### src/sv/ucal_pkg.sv
// Shared constants, payload structs and the month table for the timestamp-to-calendar pipeline.
// Used by every module of the block; depends on nothing else.
package ucal_pkg;

	// Seconds between 1970-01-01 and 2000-01-01.
	localparam logic [31:0] EPOCH_2000_OFFSET = 32'd946684800;

	// Divisors and their truncated reciprocals; each estimate is the quotient or one less.
	localparam logic [16:0] SECS_PER_DAY  = 17'd86400;
	localparam logic [15:0] DAY_RECIP     = 16'd49710;  // floor(2^32 / 86400)
	localparam logic [11:0] SECS_PER_HOUR = 12'd3600;
	localparam logic [5:0]  HOUR_RECIP    = 6'd36;      // floor(2^17 / 3600)
	localparam logic [5:0]  SECS_PER_MIN  = 6'd60;
	localparam logic [6:0]  MIN_RECIP     = 7'd68;      // floor(2^12 / 60)
	localparam logic [10:0] DAYS_PER_QUAD = 11'd1461;
	localparam logic [5:0]  QUAD_RECIP    = 6'd44;      // floor(2^16 / 1461)
	localparam logic [2:0]  DAYS_PER_WEEK = 3'd7;
	localparam logic [14:0] WEEK_RECIP    = 15'd18724;  // floor(2^17 / 7)

	// Day-of-quad boundaries where years 1, 2 and 3 of a four-year cycle begin.
	localparam logic [10:0] YEAR1_START = 11'd366;
	localparam logic [10:0] YEAR2_START = 11'd731;
	localparam logic [10:0] YEAR3_START = 11'd1096;

	// Whole days and the second of that day.
	typedef struct packed {
		logic [15:0] days;
		logic [16:0] sod;
	} ucal_day_t;

	// Time-of-day fields.
	typedef struct packed {
		logic [5:0] second;
		logic [5:0] minute;
		logic [4:0] hour;
	} ucal_clock_t;

	// Date fields.
	typedef struct packed {
		logic [4:0] day_of_month;
		logic [3:0] month_number;
		logic [7:0] year_offset;
		logic [2:0] weekday;
	} ucal_date_t;

	// Day of the year on which a month starts; the month index counts from 0.
	function automatic logic [8:0] month_start(input logic leap, input logic [3:0] idx);
		logic [8:0] base;
		case (idx)
			4'd0:    base = 9'd0;
			4'd1:    base = 9'd31;
			4'd2:    base = 9'd59;
			4'd3:    base = 9'd90;
			4'd4:    base = 9'd120;
			4'd5:    base = 9'd151;
			4'd6:    base = 9'd181;
			4'd7:    base = 9'd212;
			4'd8:    base = 9'd243;
			4'd9:    base = 9'd273;
			4'd10:   base = 9'd304;
			4'd11:   base = 9'd334;
			default: base = 9'd0;
		endcase
		// February 29 shifts every later month by one day.
		if (leap && (idx >= 4'd2)) begin
			base = base + 9'd1;
		end
		return base;
	endfunction

endpackage

### src/sv/unix_time_to_calendar.sv
// Top level of the Unix-seconds to calendar converter: handshake, valid chain and stall control.
// Depends on ucal_pkg, ucal_day_split, ucal_clock_split and ucal_date_split.
//
//   channel  direction  handshake             payload
//   ts       in         ts_valid / ts_ready   unix_seconds
//   cal      out        cal_valid / cal_ready second, minute, hour, day_of_month,
//                                             month_number, year_offset, weekday
//
// Ten register stages; an accepted request passes through them in order to the outputs.
// One request is accepted per cycle unless the output stalls; the depth is set by the
// reciprocal multiplications and their correction steps for the day, hour, minute,
// four-year cycle and week divisions.
// Reset clears only the valid bits; no clearing pass is needed.
// A stall at the output freezes every stage together, so nothing is lost or repeated.
module unix_time_to_calendar (
	input  logic        clk,
	input  logic        arst_n,
	input  logic        ts_valid,
	output logic        ts_ready,
	input  logic [31:0] unix_seconds,
	output logic        cal_valid,
	input  logic        cal_ready,
	output logic [5:0]  second,
	output logic [5:0]  minute,
	output logic [4:0]  hour,
	output logic [4:0]  day_of_month,
	output logic [3:0]  month_number,
	output logic [7:0]  year_offset,
	output logic [2:0]  weekday
);
	import ucal_pkg::*;

	logic        adv;
	logic        valid_s1, valid_s2, valid_s3, valid_s4, valid_s5;
	logic        valid_s6, valid_s7, valid_s8, valid_s9, valid_s10;
	ucal_day_t   day_w;
	ucal_clock_t clock_w;
	ucal_date_t  date_w;

	// The whole pipeline moves whenever the output stage is empty or being taken.
	assign adv      = !valid_s10 || cal_ready;
	assign ts_ready = adv;

	// Valid bits travel alongside the payload stages.
	always_ff @(posedge clk or negedge arst_n) begin
		if (!arst_n) begin
			valid_s1  <= 1'b0;
			valid_s2  <= 1'b0;
			valid_s3  <= 1'b0;
			valid_s4  <= 1'b0;
			valid_s5  <= 1'b0;
			valid_s6  <= 1'b0;
			valid_s7  <= 1'b0;
			valid_s8  <= 1'b0;
			valid_s9  <= 1'b0;
			valid_s10 <= 1'b0;
		end else if (adv) begin
			valid_s1  <= ts_valid;
			valid_s2  <= valid_s1;
			valid_s3  <= valid_s2;
			valid_s4  <= valid_s3;
			valid_s5  <= valid_s4;
			valid_s6  <= valid_s5;
			valid_s7  <= valid_s6;
			valid_s8  <= valid_s7;
			valid_s9  <= valid_s8;
			valid_s10 <= valid_s9;
		end
	end

	// Seconds to days and second of day.
	ucal_day_split u_day (
		.clk          (clk),
		.adv          (adv),
		.unix_seconds (unix_seconds),
		.day_out      (day_w)
	);

	// Time of day.
	ucal_clock_split u_clock (
		.clk       (clk),
		.adv       (adv),
		.day_in    (day_w),
		.clock_out (clock_w)
	);

	// Calendar date and weekday.
	ucal_date_split u_date (
		.clk      (clk),
		.adv      (adv),
		.day_in   (day_w),
		.date_out (date_w)
	);

	assign cal_valid    = valid_s10;
	assign second       = clock_w.second;
	assign minute       = clock_w.minute;
	assign hour         = clock_w.hour;
	assign day_of_month = date_w.day_of_month;
	assign month_number = date_w.month_number;
	assign year_offset  = date_w.year_offset;
	assign weekday      = date_w.weekday;

`ifndef SYNTHESIS
	// An accepted request enters the first stage.
	a_accept_enters: assert property (@(posedge clk) disable iff (!arst_n)
		ts_valid && ts_ready |=> valid_s1)
		else $error("accepted request did not reach stage one");

	// A stall freezes the inner valid chain.
	a_stall_holds: assert property (@(posedge clk) disable iff (!arst_n)
		!adv |=> $stable({valid_s1, valid_s2, valid_s3, valid_s4, valid_s5,
			valid_s6, valid_s7, valid_s8, valid_s9}))
		else $error("pipeline moved during a stall");

	// Time fields of a delivered result are in range.
	a_clock_range: assert property (@(posedge clk) disable iff (!arst_n)
		cal_valid |-> (second < 6'd60) && (minute < 6'd60) && (hour < 5'd24))
		else $error("time of day out of range");

	// Date fields of a delivered result are in range.
	a_date_range: assert property (@(posedge clk) disable iff (!arst_n)
		cal_valid |-> (month_number >= 4'd1) && (month_number <= 4'd12)
			&& (day_of_month >= 5'd1) && (weekday < 3'd7) && (year_offset <= 8'd136))
		else $error("calendar date out of range");
`endif

endmodule

### src/sv/ucal_day_split.sv
// Stages 1 to 4: removes the 2000 epoch offset and splits seconds into days and second of day.
// Depends on ucal_pkg for the offset, the divisor and its reciprocal.
module ucal_day_split (
	input  logic              clk,
	input  logic              adv,
	input  logic [31:0]       unix_seconds,
	output ucal_pkg::ucal_day_t day_out
);
	import ucal_pkg::*;

	logic [31:0] t_s1;
	logic [31:0] t_s2;
	logic [15:0] q_s2;
	logic [15:0] q_s3;
	logic [17:0] r_s3;
	ucal_day_t   day_s4;

	logic [47:0] day_prod;
	logic [31:0] day_back;
	logic [31:0] r_full;

	// Quotient estimate by reciprocal multiplication.
	assign day_prod = 48'(t_s1) * 48'(DAY_RECIP);

	// Raw remainder; below twice the divisor because the estimate is at most one short.
	assign day_back = 32'(q_s2) * 32'(SECS_PER_DAY);
	assign r_full   = t_s2 - day_back;

	always_ff @(posedge clk) begin
		if (adv) begin
			t_s1 <= unix_seconds - EPOCH_2000_OFFSET;
			t_s2 <= t_s1;
			q_s2 <= day_prod[47:32];
			q_s3 <= q_s2;
			r_s3 <= r_full[17:0];
			// One correction step finishes the division.
			if (r_s3 >= 18'(SECS_PER_DAY)) begin
				day_s4.days <= q_s3 + 16'd1;
				day_s4.sod  <= 17'(r_s3 - 18'(SECS_PER_DAY));
			end else begin
				day_s4.days <= q_s3;
				day_s4.sod  <= r_s3[16:0];
			end
		end
	end

	assign day_out = day_s4;

endmodule

### src/sv/ucal_clock_split.sv
// Stages 5 to 10: splits the second of the day into hour, minute and second.
// Depends on ucal_pkg for the divisors, reciprocals and payload structs.
module ucal_clock_split (
	input  logic                  clk,
	input  logic                  adv,
	input  ucal_pkg::ucal_day_t   day_in,
	output ucal_pkg::ucal_clock_t clock_out
);
	import ucal_pkg::*;

	logic [16:0] sod_s5;
	logic [4:0]  hr_s5;
	logic [4:0]  hr_s6;
	logic [12:0] soh_s6;
	logic [4:0]  hr_s7;
	logic [11:0] soh_s7;
	logic [4:0]  hr_s8;
	logic [11:0] soh_s8;
	logic [5:0]  min_s8;
	logic [4:0]  hr_s9;
	logic [5:0]  min_s9;
	logic [6:0]  sec_s9;
	ucal_clock_t clock_s10;

	logic [21:0] hr_prod;
	logic [16:0] soh_full;
	logic [17:0] min_prod;
	logic [11:0] sec_full;

	// Hour estimate and raw second of the hour.
	assign hr_prod  = 22'(day_in.sod) * 22'(HOUR_RECIP);
	assign soh_full = sod_s5 - (17'(hr_s5) * 17'(SECS_PER_HOUR));

	// Minute estimate and raw second of the minute.
	assign min_prod = 18'(soh_s7) * 18'(MIN_RECIP);
	assign sec_full = soh_s8 - (12'(min_s8) * 12'(SECS_PER_MIN));

	always_ff @(posedge clk) begin
		if (adv) begin
			sod_s5 <= day_in.sod;
			hr_s5  <= hr_prod[21:17];
			hr_s6  <= hr_s5;
			soh_s6 <= soh_full[12:0];
			// Correct the hour quotient.
			if (soh_s6 >= 13'(SECS_PER_HOUR)) begin
				hr_s7  <= hr_s6 + 5'd1;
				soh_s7 <= 12'(soh_s6 - 13'(SECS_PER_HOUR));
			end else begin
				hr_s7  <= hr_s6;
				soh_s7 <= soh_s6[11:0];
			end
			hr_s8  <= hr_s7;
			soh_s8 <= soh_s7;
			min_s8 <= min_prod[17:12];
			hr_s9  <= hr_s8;
			min_s9 <= min_s8;
			sec_s9 <= sec_full[6:0];
			// Correct the minute quotient.
			clock_s10.hour <= hr_s9;
			if (sec_s9 >= 7'(SECS_PER_MIN)) begin
				clock_s10.minute <= min_s9 + 6'd1;
				clock_s10.second <= 6'(sec_s9 - 7'(SECS_PER_MIN));
			end else begin
				clock_s10.minute <= min_s9;
				clock_s10.second <= sec_s9[5:0];
			end
		end
	end

	assign clock_out = clock_s10;

endmodule

### src/sv/ucal_date_split.sv
// Stages 5 to 10: turns the day count into year, month, day of month and weekday.
// Depends on ucal_pkg for the divisors, year boundaries, month table and payload structs.
module ucal_date_split (
	input  logic                 clk,
	input  logic                 adv,
	input  ucal_pkg::ucal_day_t  day_in,
	output ucal_pkg::ucal_date_t date_out
);
	import ucal_pkg::*;

	logic [15:0] days_s5;
	logic [5:0]  quad_s5;
	logic [12:0] wq_s5;
	logic [5:0]  quad_s6;
	logic [11:0] doq_s6;
	logic [3:0]  wr_s6;
	logic [5:0]  quad_s7;
	logic [10:0] doq_s7;
	logic [2:0]  wr_s7;
	logic [7:0]  year_s8;
	logic [8:0]  doy_s8;
	logic        leap_s8;
	logic [2:0]  wd_s8;
	logic [7:0]  year_s9;
	logic [8:0]  doy_s9;
	logic        leap_s9;
	logic [2:0]  wd_s9;
	logic [3:0]  mon_s9;
	ucal_date_t  date_s10;

	logic [21:0] quad_prod;
	logic [29:0] wq_prod;
	logic [15:0] doq_full;
	logic [15:0] wr_full;
	logic [1:0]  yiq;
	logic [10:0] doy_full;
	logic [3:0]  mon_idx;
	logic [8:0]  day_full;

	// Quotient estimates for the four-year cycle and the week.
	assign quad_prod = 22'(day_in.days) * 22'(QUAD_RECIP);
	assign wq_prod   = 30'(day_in.days) * 30'(WEEK_RECIP);

	// Raw remainders, each below twice its divisor.
	assign doq_full = days_s5 - (16'(quad_s5) * 16'(DAYS_PER_QUAD));
	assign wr_full  = days_s5 - (16'(wq_s5) * 16'(DAYS_PER_WEEK));

	// Year within the cycle; only the first year of a cycle is a leap year.
	always_comb begin
		if (doq_s7 < YEAR1_START) begin
			yiq      = 2'd0;
			doy_full = doq_s7;
		end else if (doq_s7 < YEAR2_START) begin
			yiq      = 2'd1;
			doy_full = doq_s7 - YEAR1_START;
		end else if (doq_s7 < YEAR3_START) begin
			yiq      = 2'd2;
			doy_full = doq_s7 - YEAR2_START;
		end else begin
			yiq      = 2'd3;
			doy_full = doq_s7 - YEAR3_START;
		end
	end

	// Month index: the last month whose first day is not after the day of the year.
	always_comb begin
		mon_idx = 4'd0;
		for (int k = 1; k < 12; k++) begin
			if (doy_s8 >= month_start(leap_s8, 4'(k))) begin
				mon_idx = 4'(k);
			end
		end
	end

	assign day_full = doy_s9 - month_start(leap_s9, mon_s9) + 9'd1;

	always_ff @(posedge clk) begin
		if (adv) begin
			days_s5 <= day_in.days;
			quad_s5 <= quad_prod[21:16];
			wq_s5   <= wq_prod[29:17];
			quad_s6 <= quad_s5;
			doq_s6  <= doq_full[11:0];
			wr_s6   <= wr_full[3:0];
			// Correct both quotients.
			if (doq_s6 >= 12'(DAYS_PER_QUAD)) begin
				quad_s7 <= quad_s6 + 6'd1;
				doq_s7  <= 11'(doq_s6 - 12'(DAYS_PER_QUAD));
			end else begin
				quad_s7 <= quad_s6;
				doq_s7  <= doq_s6[10:0];
			end
			if (wr_s6 >= 4'(DAYS_PER_WEEK)) begin
				wr_s7 <= 3'(wr_s6 - 4'(DAYS_PER_WEEK));
			end else begin
				wr_s7 <= wr_s6[2:0];
			end
			year_s8 <= {quad_s7, 2'b00} + {6'd0, yiq};
			doy_s8  <= doy_full[8:0];
			leap_s8 <= (yiq == 2'd0);
			// 2000-01-01 was a Saturday, so the weekday is the day remainder plus six.
			wd_s8   <= (wr_s7 == 3'd0) ? 3'd6 : (wr_s7 - 3'd1);
			year_s9 <= year_s8;
			doy_s9  <= doy_s8;
			leap_s9 <= leap_s8;
			wd_s9   <= wd_s8;
			mon_s9  <= mon_idx;
			date_s10.day_of_month <= day_full[4:0];
			date_s10.month_number <= mon_s9 + 4'd1;
			date_s10.year_offset  <= year_s9;
			date_s10.weekday      <= wd_s9;
		end
	end

	assign date_out = date_s10;

endmodule
### config.mk
export PLATFORM = sky130hd
export DESIGN_NAME = unix_time_to_calendar
export DESIGN_NICKNAME = d
export VERILOG_FILES = /design/src/sv/ucal_pkg.sv /design/src/sv/unix_time_to_calendar.sv /design/src/sv/ucal_day_split.sv /design/src/sv/ucal_clock_split.sv /design/src/sv/ucal_date_split.sv
export SDC_FILE = /design/constraint.sdc
export NUM_CORES = 1
export LEC_CHECK = 0
export ABC_AREA = 1
export BUFFER_PORTS_ARGS = -buffer_cell sky130_fd_sc_hd__buf_2
export CAP_MARGIN = 20
export CORE_AREA = 2 2 314 223
export CTS_CLUSTER_SIZE = 12
export DETAILED_ROUTE_END_ITERATION = 10
export DIE_AREA = 0 0 316 225
export PLACE_DENSITY_LB_ADDON = 0.2
export SLEW_MARGIN = 40
export SYNTH_ARGS = -nofsm -noshare
export SYNTH_HDL_FRONTEND = slang
export SYNTH_SLANG_ARGS = --single-unit
### constraint.sdc
create_clock -name clk -period 14.9 [get_ports clk]
set_input_delay 0.745 -clock clk [delete_from_list [all_inputs] [get_ports clk]]
set_output_delay 0.745 -clock clk [all_outputs]
set_load 0.05 [all_outputs]
# [After elaboration in Yosys (flattened, before gate mapping)]
# Memories as Yosys holds them, arrays and structs flattened.
# Index checks and enable logic that the tools add are counted.
[word_totals] romBits=144 out_inout_bits=39 wordCells=152 memories=1 ff_bits=384 input_bits=36
[mem_list] name="(no name shown)" depth=16 word_bits=9 rd=1 rd_clocked_by_memory_dff=0 write_ports=0 line_no="ucal_pkg.sv:49" text="case (idx)"
[op_classes] reduce_logical=7 order_cmp=20 muxes=34 n_addsub=24 multipliers=10
[op_table] operator="$mul A32 B15 Y47 const B" count=1
[op_table] operator="$ge A9 B8 Y1" count=4
[op_table] operator="$mux W33" count=1
[op_table] operator="$sub A32 B30 Y32 const B" count=1
[op_table] operator="$mul A16 B13 Y28 const B" count=1
[op_table] operator="$mux W4" count=7
[op_table] operator="$ge A9 B9 Y1" count=3
[op_table] operator="$mux W9" count=3
[op_table] operator="$mux W12" count=2
[op_table] operator="$mul A16 B4 Y20 const B" count=1
[op_table] operator="$mul A17 B4 Y20 const B" count=1
[op_table] operator="$ge A18 B17 Y1 const B" count=1
[op_table] operator="$ge A9 B7 Y1" count=2
[op_table] operator="$sub A18 B18 Y18" count=1
[op_table] operator="$sub A17 B17 Y17 const B" count=1
[op_table] operator="$add A16 B1 Y16 const B" count=1
[op_table] operator="$mul A12 B5 Y16 const B" count=1
[op_table] operator="$mul A16 B10 Y11 const B" count=1
[op_table] operator="$add A5 B1 Y5 const B" count=3
[op_table] operator="$ge A13 B12 Y1 const B" count=1
[op_table] operator="$mul A13 B3 Y4 const B" count=1
[op_table] operator="$sub A13 B13 Y13" count=1
[op_table] operator="$add A6 B1 Y6 const B" count=2
[op_table] operator="$ge A12 B11 Y1 const B" count=1
[op_table] operator="other kinds (38)" count=53

# [Depth between registers and ports, before layout]
# Gate-level depths: netlist of run 1.
[depth] ltp_word=11 ltp_mapped=25 mapped_depth_nobuf=25

# [By module]
# A second synthesis of run 1 with hierarchy kept.
[hier_totals] hier_cells=3316 hier_area_um2=31671.6
[modules_own_cells] mod="ucal_day_split" seq_area_each_um2=3993.8 n_inst=1 area_per_inst_um2=15036.9 cells_each=1660
[modules_own_cells] mod="ucal_date_split" seq_area_each_um2=3783.6 n_inst=1 area_per_inst_um2=10092.2 cells_each=1029
[modules_own_cells] mod="ucal_clock_split" seq_area_each_um2=3183.1 n_inst=1 area_per_inst_um2=6134.6 cells_each=584
[modules_own_cells] mod="unix_time_to_calendar" seq_area_each_um2=250.2 n_inst=1 area_per_inst_um2=407.9 cells_each=43

# [Least setup slack after synthesis of run 1]
# Ideal clock, no wire load.
[synth_path] kind="input to register" start="input port cal_ready" end="register valid_s1" setup_ps=123 t_arrival_ps=12786 setup_slack_ps=1991 cell_stages=4 path_buffers=1 required_ps=14777 path_cell_list="inv_1 > nand2_1 > clkbuf_1 > mux2_2"
[synth_via] elab_chain_len=1
[synth_rtl] item="from (decl)" line_no="unix_time_to_calendar.sv:22" text="input logic cal_ready,"
[synth_rtl] item="$logic_or A1 B1 Y1" line_no="unix_time_to_calendar.sv:41" text="assign adv = !valid_s10 || cal_ready;"
[synth_rtl] item="net ts_ready" line_no="unix_time_to_calendar.sv:19" text="output logic ts_ready,"
[synth_rtl] item="to (signal assigned)" line_no="unix_time_to_calendar.sv:58" text="valid_s1 <= ts_valid;"
[synth_rtl] item="to (decl)" line_no="unix_time_to_calendar.sv:34" text="logic valid_s1, valid_s2, valid_s3, valid_s4, valid_s5;"
# The timed path passes the listed nets, and every way through them passes these cells.
# A chain may end at the register's enable or synchronous reset.

# [Final worst setup path of run 1]
[layout_path] start="register u_day.t_s1[17]" end="register u_day.q_s2[7] (data pin)"
[layout_via] elab_chain_len=1
[layout_rtl] item="from (decl)" line_no="ucal_day_split.sv:11" text="logic [31:0] t_s1;"
[layout_rtl] item="from (signal assigned)" line_no="ucal_day_split.sv:31" text="t_s1 <= unix_seconds - EPOCH_2000_OFFSET;"
[layout_rtl] item="$mul A32 B15 Y47" line_no="ucal_day_split.sv:23" text="assign day_prod = 48'(t_s1) * 48'(DAY_RECIP);"
[layout_rtl] item="net u_day.day_prod[39]" line_no="ucal_day_split.sv:18" text="logic [47:0] day_prod;"
[layout_rtl] item="to (signal assigned)" line_no="ucal_day_split.sv:33" text="q_s2 <= day_prod[47:32];"
[layout_rtl] item="to (decl)" line_no="ucal_day_split.sv:13" text="logic [15:0] q_s2;"
# The timed path passes the listed nets, and every way through them passes these cells.

==> impl_metrics.toml, run 1 <==
[synthesis]
synth.most_common_cell = "inv_1"
yosysWarnings = 0
synth_edf_count = 365
synth_area_leader_cell = "edfxtp_1"
ys_ff_latch = 375
synth_cells = 2979
avgSynthCellArea_um2 = 10.2
postSynthNetCount = 3679
synth_top_area_share_pct = 36.0
ys.flop_type = "edfxtp_1"
syn-cell-area_mm2 = 0.0304
synthTopCellsByCount = "inv_1, ha_1, nand2_1, edfxtp_1, fa_1"
ys_seq_area_share_pct = 36.9
synthDistinctLibCells = 56
synth_async_sr_flop_share_pct = 2.67
synth_area_leaders = "edfxtp_1, ha_1, fa_1, inv_1, nand2_1"

[timing]
setup_ws_ns = 9.42
maxSlewHeadroom_pct = 48.0
fin_skew_ns = 0.0206
tns_ns = 0
hold_viol = 0
rsz0062_at_grt = "false"
finalSetupViolCount = 0
layout_min_cycle_time_ns = 5.48
slew_viol_final = 0
max_freq_ghz = 0.182
fin_crit_sh_pct = 36.8
worstMarginPinSlew_ns = 0.780

[cells_and_area]
diodes = 0
nNetsFinal = 3792
fin_area_mm2 = 0.0332
drive_gt1_share_pct = 5.71
syn2layout_area_growth_pct = 9.28
post-route-util_pct = 49.0
fillCellCount = 6074

[detailed_routing]
routed_wl_mm = 63.5
drcViolationCount = 0
wire_per_inst_um = 15.8
vias = 20200
drt.antenna.violating_nets = 0
drtIter0Drc = 1264
first_pass_iters = 5
via_per_inst = 5.02

[clock_network]
clk_latency_ns = 0.58
cts-resized-gates = 0
clockBufferDepth = 3
post_cts_buffers = 0
cts_made_buffers = 42
cts_tree = "done"
htreeDepth = 2
hold_buffers = 1
clockRootBuffer = "clkbuf_16"
clk_pin_slew_ns = 0.06
cts_sinks = 375

[global_routing]
grt_pass1_vias = 20700
global_route.usage.total_pct = 18.6
grt_max_degree = 129
antenna_found_initial = 1
grt_first_pass_wirelength_mm = 106
grt-ovfl-total = 0

[die]
io_pins = 75
start_util_pct = 44.9
core-area_mm2 = 0.0678
dieHeight_um = 225
dieArea_mm2 = 0.0711
rows = 80
die_w_um = 316

[setup_path]
required_ns = 15.22
critPathBufInv = 4
critPathMaxFanout = 6
critPathMaxStageDelay_ns = 0.63
critPathKind = "register to register"
slowest_stage = "edfxtp_1"
worstSetupStartpointType = "register"
end_kind = "register"
cp.arrival_ns = 5.81
worstPathCellList = "inv_1, fa_1, inv_1, ha_1, ha_1, fa_1, fa_1, inv_1, fa_1, inv_1, ha_1, a21oi_1, o21ai_0, a21oi_1, o21ai_0, nand2_1, nand3_1, xor2_1"
crit_path_start = "u_day.t_s1[17]"
reg2reg_from = "u_day.t_s1[17]"
crit_family = "adder cells"

[hold_path]
hp-start = "unix_seconds[6]"
hold_class = "input port to register"

[placement]
hpwl_mm = 51.0
routabilityCongestion = 0.916
dp_slack_ns = 9.41
place_area_mm2 = 0.0319
port_buffers = 74

[run_status]
status = "finished, final reports clean"

[job]
max_cap_violations = 0
-- per-layer routing --
layer  vias to the layer above  track usage (%)  part of all wire [%]
met3                        91             3.30                   5.2
met1                      9632             27.0                    50
met2                       368             28.9                    43
met5                         -                0                 0.019
met4                         2             4.33                   2.1
li1                      10100                -                     -
-- layout make-up --
class	instances	area [um2]	share of cell area, %
Multi-Input combinational cell	1984	16900	50.7
Sequential cell	375	11200	33.7
Inverter	610	2290	6.89
Clock buffer	54	1160	3.49
Tap cell	902	1130	3.40
Timing Repair Buffer	79	427	1.28
Clock inverter	16	161	0.486
-- cell families (layout without fill, tap and decap cells) --
kind of cell               count (synthesis)  in the layout  synth area share (%)
DFF                                      375            375                  36.9
xor gates and xnor gates                 193            193                  5.56
buffers and inverters                    620            759                  7.75
adders and majority gates                664            664                  32.2
and+or+nand+nor                          766            766                  10.7
muxes                                     13             13                 0.481
AOI/OAI and AO/OA                        348            348                  6.42
-- sequential cells by signal (all words and copies together) (netlist names), 8 cells and up --
signal,flops
u_clock.sod_s5,13
u_date.days_s5,12
u_date.doy_s8,9
u_clock.soh_s7,12
u_clock.soh_s6,13
u_day.q_s2,16
u_date.doq_s7,11
u_clock.clock_out,17
u_day.t_s2,18
u_date.date_out,20
u_day.t_s1,32
u_date.doq_s6,12
u_day.day_out,33
u_date.year_s8,8
u_day.r_s3,18
u_day.q_s3,16
u_date.year_s9,8
-- metrics by stage --
stage               cells  hold slack, ns
floorplan            2979           0.400
global placement     3949           0.401
detailed placement   3949           0.405
CTS                  4020           0.308
global route         4020           0.324
finish               4020           0.344
-- cell usage in the layout, fill, tap and decap left out, types with 65 or more instances in the layout --
cell        n
buf_2      74
ha_1      465
inv_1     604
xnor2_1    65
xor2_1    128
a21oi_1   156
nand2_1   405
nor2_1    171
fa_1      199
edfxtp_1  365
o21ai_0   113
nand3_1    87
-- worst paths after layout --
check                              endpoint  slack, ns  depth (start not counted)
min                           u_day.t_s1[6]       0.34                          1
max in group asynchronous          valid_s3      14.14                          2
min in group asynchronous          valid_s8       0.57                          2
min reg2reg                u_day.day_out[5]       0.41                          0
max reg2reg                   u_day.q_s2[7]       9.42                         18
max                           u_day.q_s2[7]       9.42                         18
Power of run 1 is left out: the tool's default activity adds up to more than one toggle a clock period on the data nets, which glitch-free logic cannot reach.
==> inputs of run 2 (changes only) <==
clock period = 5.1 ns   (was 14.9 ns; I/O delays follow)
==> run 2 against run 1 <==
Compared with the run above: largest cell class unchanged; design area grew 5.6%; critical endpoint is now u_day.q_s2[5]; first-iteration DRC count is 13% lower; final cell count grew 2.9%; worst hold slack worse by 0.31 ns.
==> impl_metrics.toml, run 2 (same netlist as run 1, synthesis figures left out) <==
[detailed_routing]
routed-wl-met3_mm = 3.04
via_per_inst = 5.00
drtIter0Drc = 1105
wire_per_inst_um = 15.9
first_pass_iters = 5
wl_met2_mm = 29.1
drt.antenna.violating_nets = 0
drt-met1-wl_mm = 32.6
routed_wl_mm = 65.8
drcViolationCount = 0
vias = 20700
top_layer = "met4"

[hold_path]
hold-path-cell-count = 2
hold_class = "input port to register"

[clock_network]
clockBufferDepth = 3
clk_latency_ns = 0.59
cts_tree = "done"
clk_pin_slew_ns = 0.06
htreeDepth = 2
cts_made_buffers = 43
cts_sinks = 375
clockRootBuffer = "clkbuf_16"

[setup_path]
cp.arrival_ns = 5.26
worstPathCellList = "buf_4, inv_2, fa_1, inv_1, ha_1, ha_1, fa_1, fa_1, inv_1, fa_1, inv_1, ha_4, nand2_2, nor2_4, inv_1, nor2_2, inv_1, o21ai_0, nand2_1, nand3_2, xor2_1"
rr_worst_depth = 21
critPathMaxStageDelay_ns = 0.55
r2r_slack_ns = 0.17
critPathMaxFanout = 3
critPathKind = "register to register"
cp_common_cell = "inv_1"
end_kind = "register"
slowest_stage = "fa_1"
crit_family = "adder cells"
required_ns = 5.43
worstSetupStartpointType = "register"
critPathBufInv = 7
crit_cells = 21

[die]
io_pins = 75
dieHeight_um = 225
dieArea_mm2 = 0.0711
die_w_um = 316
start_util_pct = 44.9
core-area_mm2 = 0.0678
rows = 80

[cells_and_area]
largest_register_ff_count = 33
fin_cells = 4135
drive_gt1_share_pct = 13.0
nNetsFinal = 3902
final_common_cell = "inv_1"
diodes = 0
final_cell_mix = "inv_1, ha_1, nand2_1"
syn2layout_area_growth_pct = 15.3

[timing]
fin_crit_sh_pct = 96.7
maxSlewHeadroom_pct = 52.5
slew_viol_final = 0
fin_skew_ns = 0.0294
finalSetupViolCount = 0
finalHoldWorstSlack_ns = 0.0335
max_freq_ghz = 0.203
layout_min_cycle_time_ns = 4.93
hold_viol = 0
worstMarginPinSlew_ns = 0.712

[placement]
hpwl_mm = 53.1
dp.cells = 4022
port_buffers = 74
routabilityCongestion = 0.938

[run_status]
status = "finished, final reports clean"

[global_routing]
grt_first_pass_wirelength_mm = 108
grt_max_degree = 69
grt_pass1_vias = 21200
antenna_found_initial = 0
grt-ovfl-total = 0
global_route.usage.total_pct = 19.0

[job]
max_cap_violations = 0
-- run 2: changes by cell type in the layout (fill, tap and decap cells not counted), moves of 16 or more --
cell,previous run,this run
ha_1,465,432
buf_4,2,86
dlygate4sd3_1,1,22
nand2_1,405,384
o21ai_0,113,89
inv_2,6,23
o21ai_1,7,23
ha_4,0,32
inv_1,604,584
a21oi_2,1,24
a21oi_1,156,126
nor2_1,171,144
-- run 2: path summary, 6_finish.rpt --
path | from | endpoint
worst max-delay path | u_day.t_s1[13] | u_day.q_s2[5]
worst min-delay path | unix_seconds[27] | u_day.t_s1[27]
worst min register to register | u_date.quad_s7[3] | u_date.year_s8[5]
min in group asynchronous | arst_n | cal_valid
worst max register to register | u_day.t_s1[13] | u_day.q_s2[5]
max in group asynchronous | arst_n | valid_s1
-- run 2: per-layer routing --
| metal | up-vias | GRT usage (%) |
|---|---|---|
| met5 | - | 0 |
| met3 | 78 | 3.40 |
| met4 | 0 | 3.88 |
| met1 | 9908 | 27.3 |
| met2 | 362 | 30.2 |
| li1 | 10300 | - |
-- run 2: metrics by stage --
step / setup TNS (ns) / setup WS (ns) / instance area (um2) / utilization (%)
final: 0 / 0.169 / 35100 / 51.8
after global routing: -0.211 / -0.0715 / 35100 / 51.8
after CTS: -0.0131 / -0.00806 / 34100 / 50.3
after detailed placement: -0.380 / -0.0914 / 32500 / 47.9
after global placement: -0.247 / -0.124 / 32500 / 47.9
after floorplan: 0 / 0.357 / 30400 / -
-- run 2: cell type report --
| type | count | area [um2] |
|---|---|---|
| clock buffers | 54 | 1130 |
| clock inverters | 22 | 230 |
| fillers | 6027 | 32700 |
| inverters | 610 | 2300 |
| multi-input cells | 1984 | 17800 |
| flip-flops and latches | 375 | 11200 |
| well taps | 902 | 1130 |
| repair buffers | 188 | 1330 |
-- run 2: what timing repair did --
| item | CTS | global route |
|---|---|---|
| hold buffers | 22 | 0 |
| gates resized for setup | 12 | 201 |
| pin swaps | 0 | 55 |
| endpoints found under the hold margin | 31 | 0 |
| endpoints found under the setup margin | 8 | 16 |
| buffers inserted | 0 | 15 |
Power of run 2 is left out for the same reason.
==> inputs of run 3 (changes only) <==
CORE_AREA = 2 2 262 186   (was 2 2 314 223)
DIE_AREA = 0 0 264 188   (was 0 0 316 225)
REMOVE_ABC_BUFFERS = 1   (was not set)
==> run 3 against run 2 <==
Compared with the run above: global-route usage up 8.0 points; non-clock buffer count decreased by 19; utilization grew 21 points.
==> impl_metrics.toml, run 3 (same netlist as run 1, synthesis figures left out) <==
[global_routing]
grt-ovfl-total = 0
global_route.usage.total_pct = 27.0
grt_max_degree = 69
grt_pass1_vias = 21600
antenna_found_initial = 0
grt_first_pass_wirelength_mm = 108

[setup_path]
end_kind = "register"
rr_worst_depth = 16
cp.arrival_ns = 5.29
critPathKind = "register to register"
crit_path_start = "u_day.t_s1[7]"
endpoint = "u_day.q_s2[9]"
worstSetupStartpointType = "register"
slowest_stage = "fa_1"
critPathBufInv = 2
critPathMaxStageDelay_ns = 0.55
crit_cells = 16
r2r_slack_ns = 0.12
crit_family = "adder cells"
critPathMaxFanout = 4
worstPathCellList = "ha_1, ha_1, fa_1, fa_1, fa_1, inv_1, fa_1, inv_1, ha_4, a21oi_4, o21ai_1, a21oi_2, o21ai_1, nand2_1, nand4_1, xor2_1"
rr_endpoint = "u_day.q_s2[9]"
reg2reg_from = "u_day.t_s1[7]"
required_ns = 5.40
cp_common_cell = "fa_1"

[timing]
slew_viol_final = 0
rsz0062_at_grt = "true"
fin_skew_ns = 0.0210
hold_viol = 0
fin_crit_sh_pct = 97.7
maxSlewHeadroom_pct = 52.7
finalSetupViolCount = 0
layout_min_cycle_time_ns = 4.98
max_freq_ghz = 0.201
worstMarginPinSlew_ns = 0.710

[die]
io_pins = 75
die_w_um = 264
dieHeight_um = 188
start_util_pct = 64.3
rows = 67
core-area_mm2 = 0.0473
dieArea_mm2 = 0.0496

[detailed_routing]
top_layer = "met4"
drt.antenna.violating_nets = 0
drtIter0Drc = 1448
drt-met1-wl_mm = 30.7
wl_met2_mm = 30.1
drcViolationCount = 0
vias = 21100
wire_per_inst_um = 17.0
routed-wl-met3_mm = 3.31
via_per_inst = 5.50
routed_wl_mm = 65.1
first_pass_iters = 5

[placement]
hpwl_mm = 51.3
routabilityCongestion = 0.942
dp.cells = 3722
place_area_mm2 = 0.0320
port_buffers = 74

[cells_and_area]
final_common_cell = "inv_1"
fin_area_mm2 = 0.0343
nNetsFinal = 3881
fin_cells = 3831
diodes = 0
final_cell_mix = "inv_1, ha_1, nand2_1"
largest_register_ff_count = 33
drive_gt1_share_pct = 12.3
syn2layout_area_growth_pct = 12.9

[clock_network]
clk_latency_ns = 0.58
cts_sinks = 375
cts_made_buffers = 41
clockBufferDepth = 3
clk_pin_slew_ns = 0.06
htreeDepth = 2
clockRootBuffer = "clkbuf_16"
cts_tree = "done"

[job]
max_cap_violations = 0

[hold_path]
hold_class = "input port to register"

[run_status]
status = "finished, final reports clean"
## run 3: cell types whose count changed in the layout (fill, tap and decap cells not counted), sizes merged
cell and delta:
clkbuf +5, clkinv -7, dlygate4sd3 -5, inv +1, clkinvlp -3, buf -14
## run 3: what timing repair did
action                                  4_1_cts  5_1_grt
endpoints found under the hold margin        26        0
cloned                                        0        0
buffers inserted                              3       17
resized for setup                            19      171
endpoints found under the setup margin       10       16
hold buffers                                 17        0
pin swaps                                     3       38
## run 3: worst min-delay path by stage
stage,start,endpoint,depth (start not counted)
final,unix_seconds[29],u_day.t_s1[29],2
after global routing,unix_seconds[29],u_day.t_s1[29],2
after CTS,unix_seconds[9],u_day.t_s1[9],2
after detailed placement,arst_n,valid_s7,1
after global placement,arst_n,valid_s1,1
after floorplan,arst_n,cal_valid,0
## run 3: layout make-up
type / count / area (um2)
inverters: 610 / 2290
well taps: 621 / 777
clock inverters: 13 / 200
repair buffers: 169 / 1180
flip-flops and latches: 375 / 11200
fillers: 3373 / 12900
clock buffers: 59 / 1130
multi-input cells: 1984 / 17500
## run 3: through the flow
stage | TNS [ns] | worst slack, ns | util, % | hold slack, ns
6_report | 0 | 0.118 | 72.6 | 0.0253
5_1_grt | -0.491 | -0.146 | 72.6 | 0.0145
4_1_cts | -0.0186 | -0.0112 | 71.0 | 0.00193
3_5_place_dp | -0.656 | -0.114 | 67.7 | 0.119
3_3_place_gp | -0.244 | -0.0835 | 67.7 | 0.113
2_1_floorplan | -1791.32 | -4.96 | - | -0.0406
## run 3: metal layers
layer,track usage [%],vias to the layer above
li1,-,10300
met1,39.5,10200
met2,43.9,543
met3,3.43,86
met4,5.09,0
met5,0,-
## run 3: worst register-to-register path, stage by stage (launching register included)
cell	delay (ns)
edfxtp_1	0.53
ha_1	0.36
ha_1	0.32
fa_1	0.51
fa_1	0.53
fa_1	0.55
inv_1	0.06
fa_1	0.55
inv_1	0.07
ha_4	0.27
a21oi_4	0.19
o21ai_1	0.13
a21oi_2	0.18
o21ai_1	0.09
nand2_1	0.07
nand4_1	0.15
xor2_1	0.17
Power of run 3 is left out for the same reason.
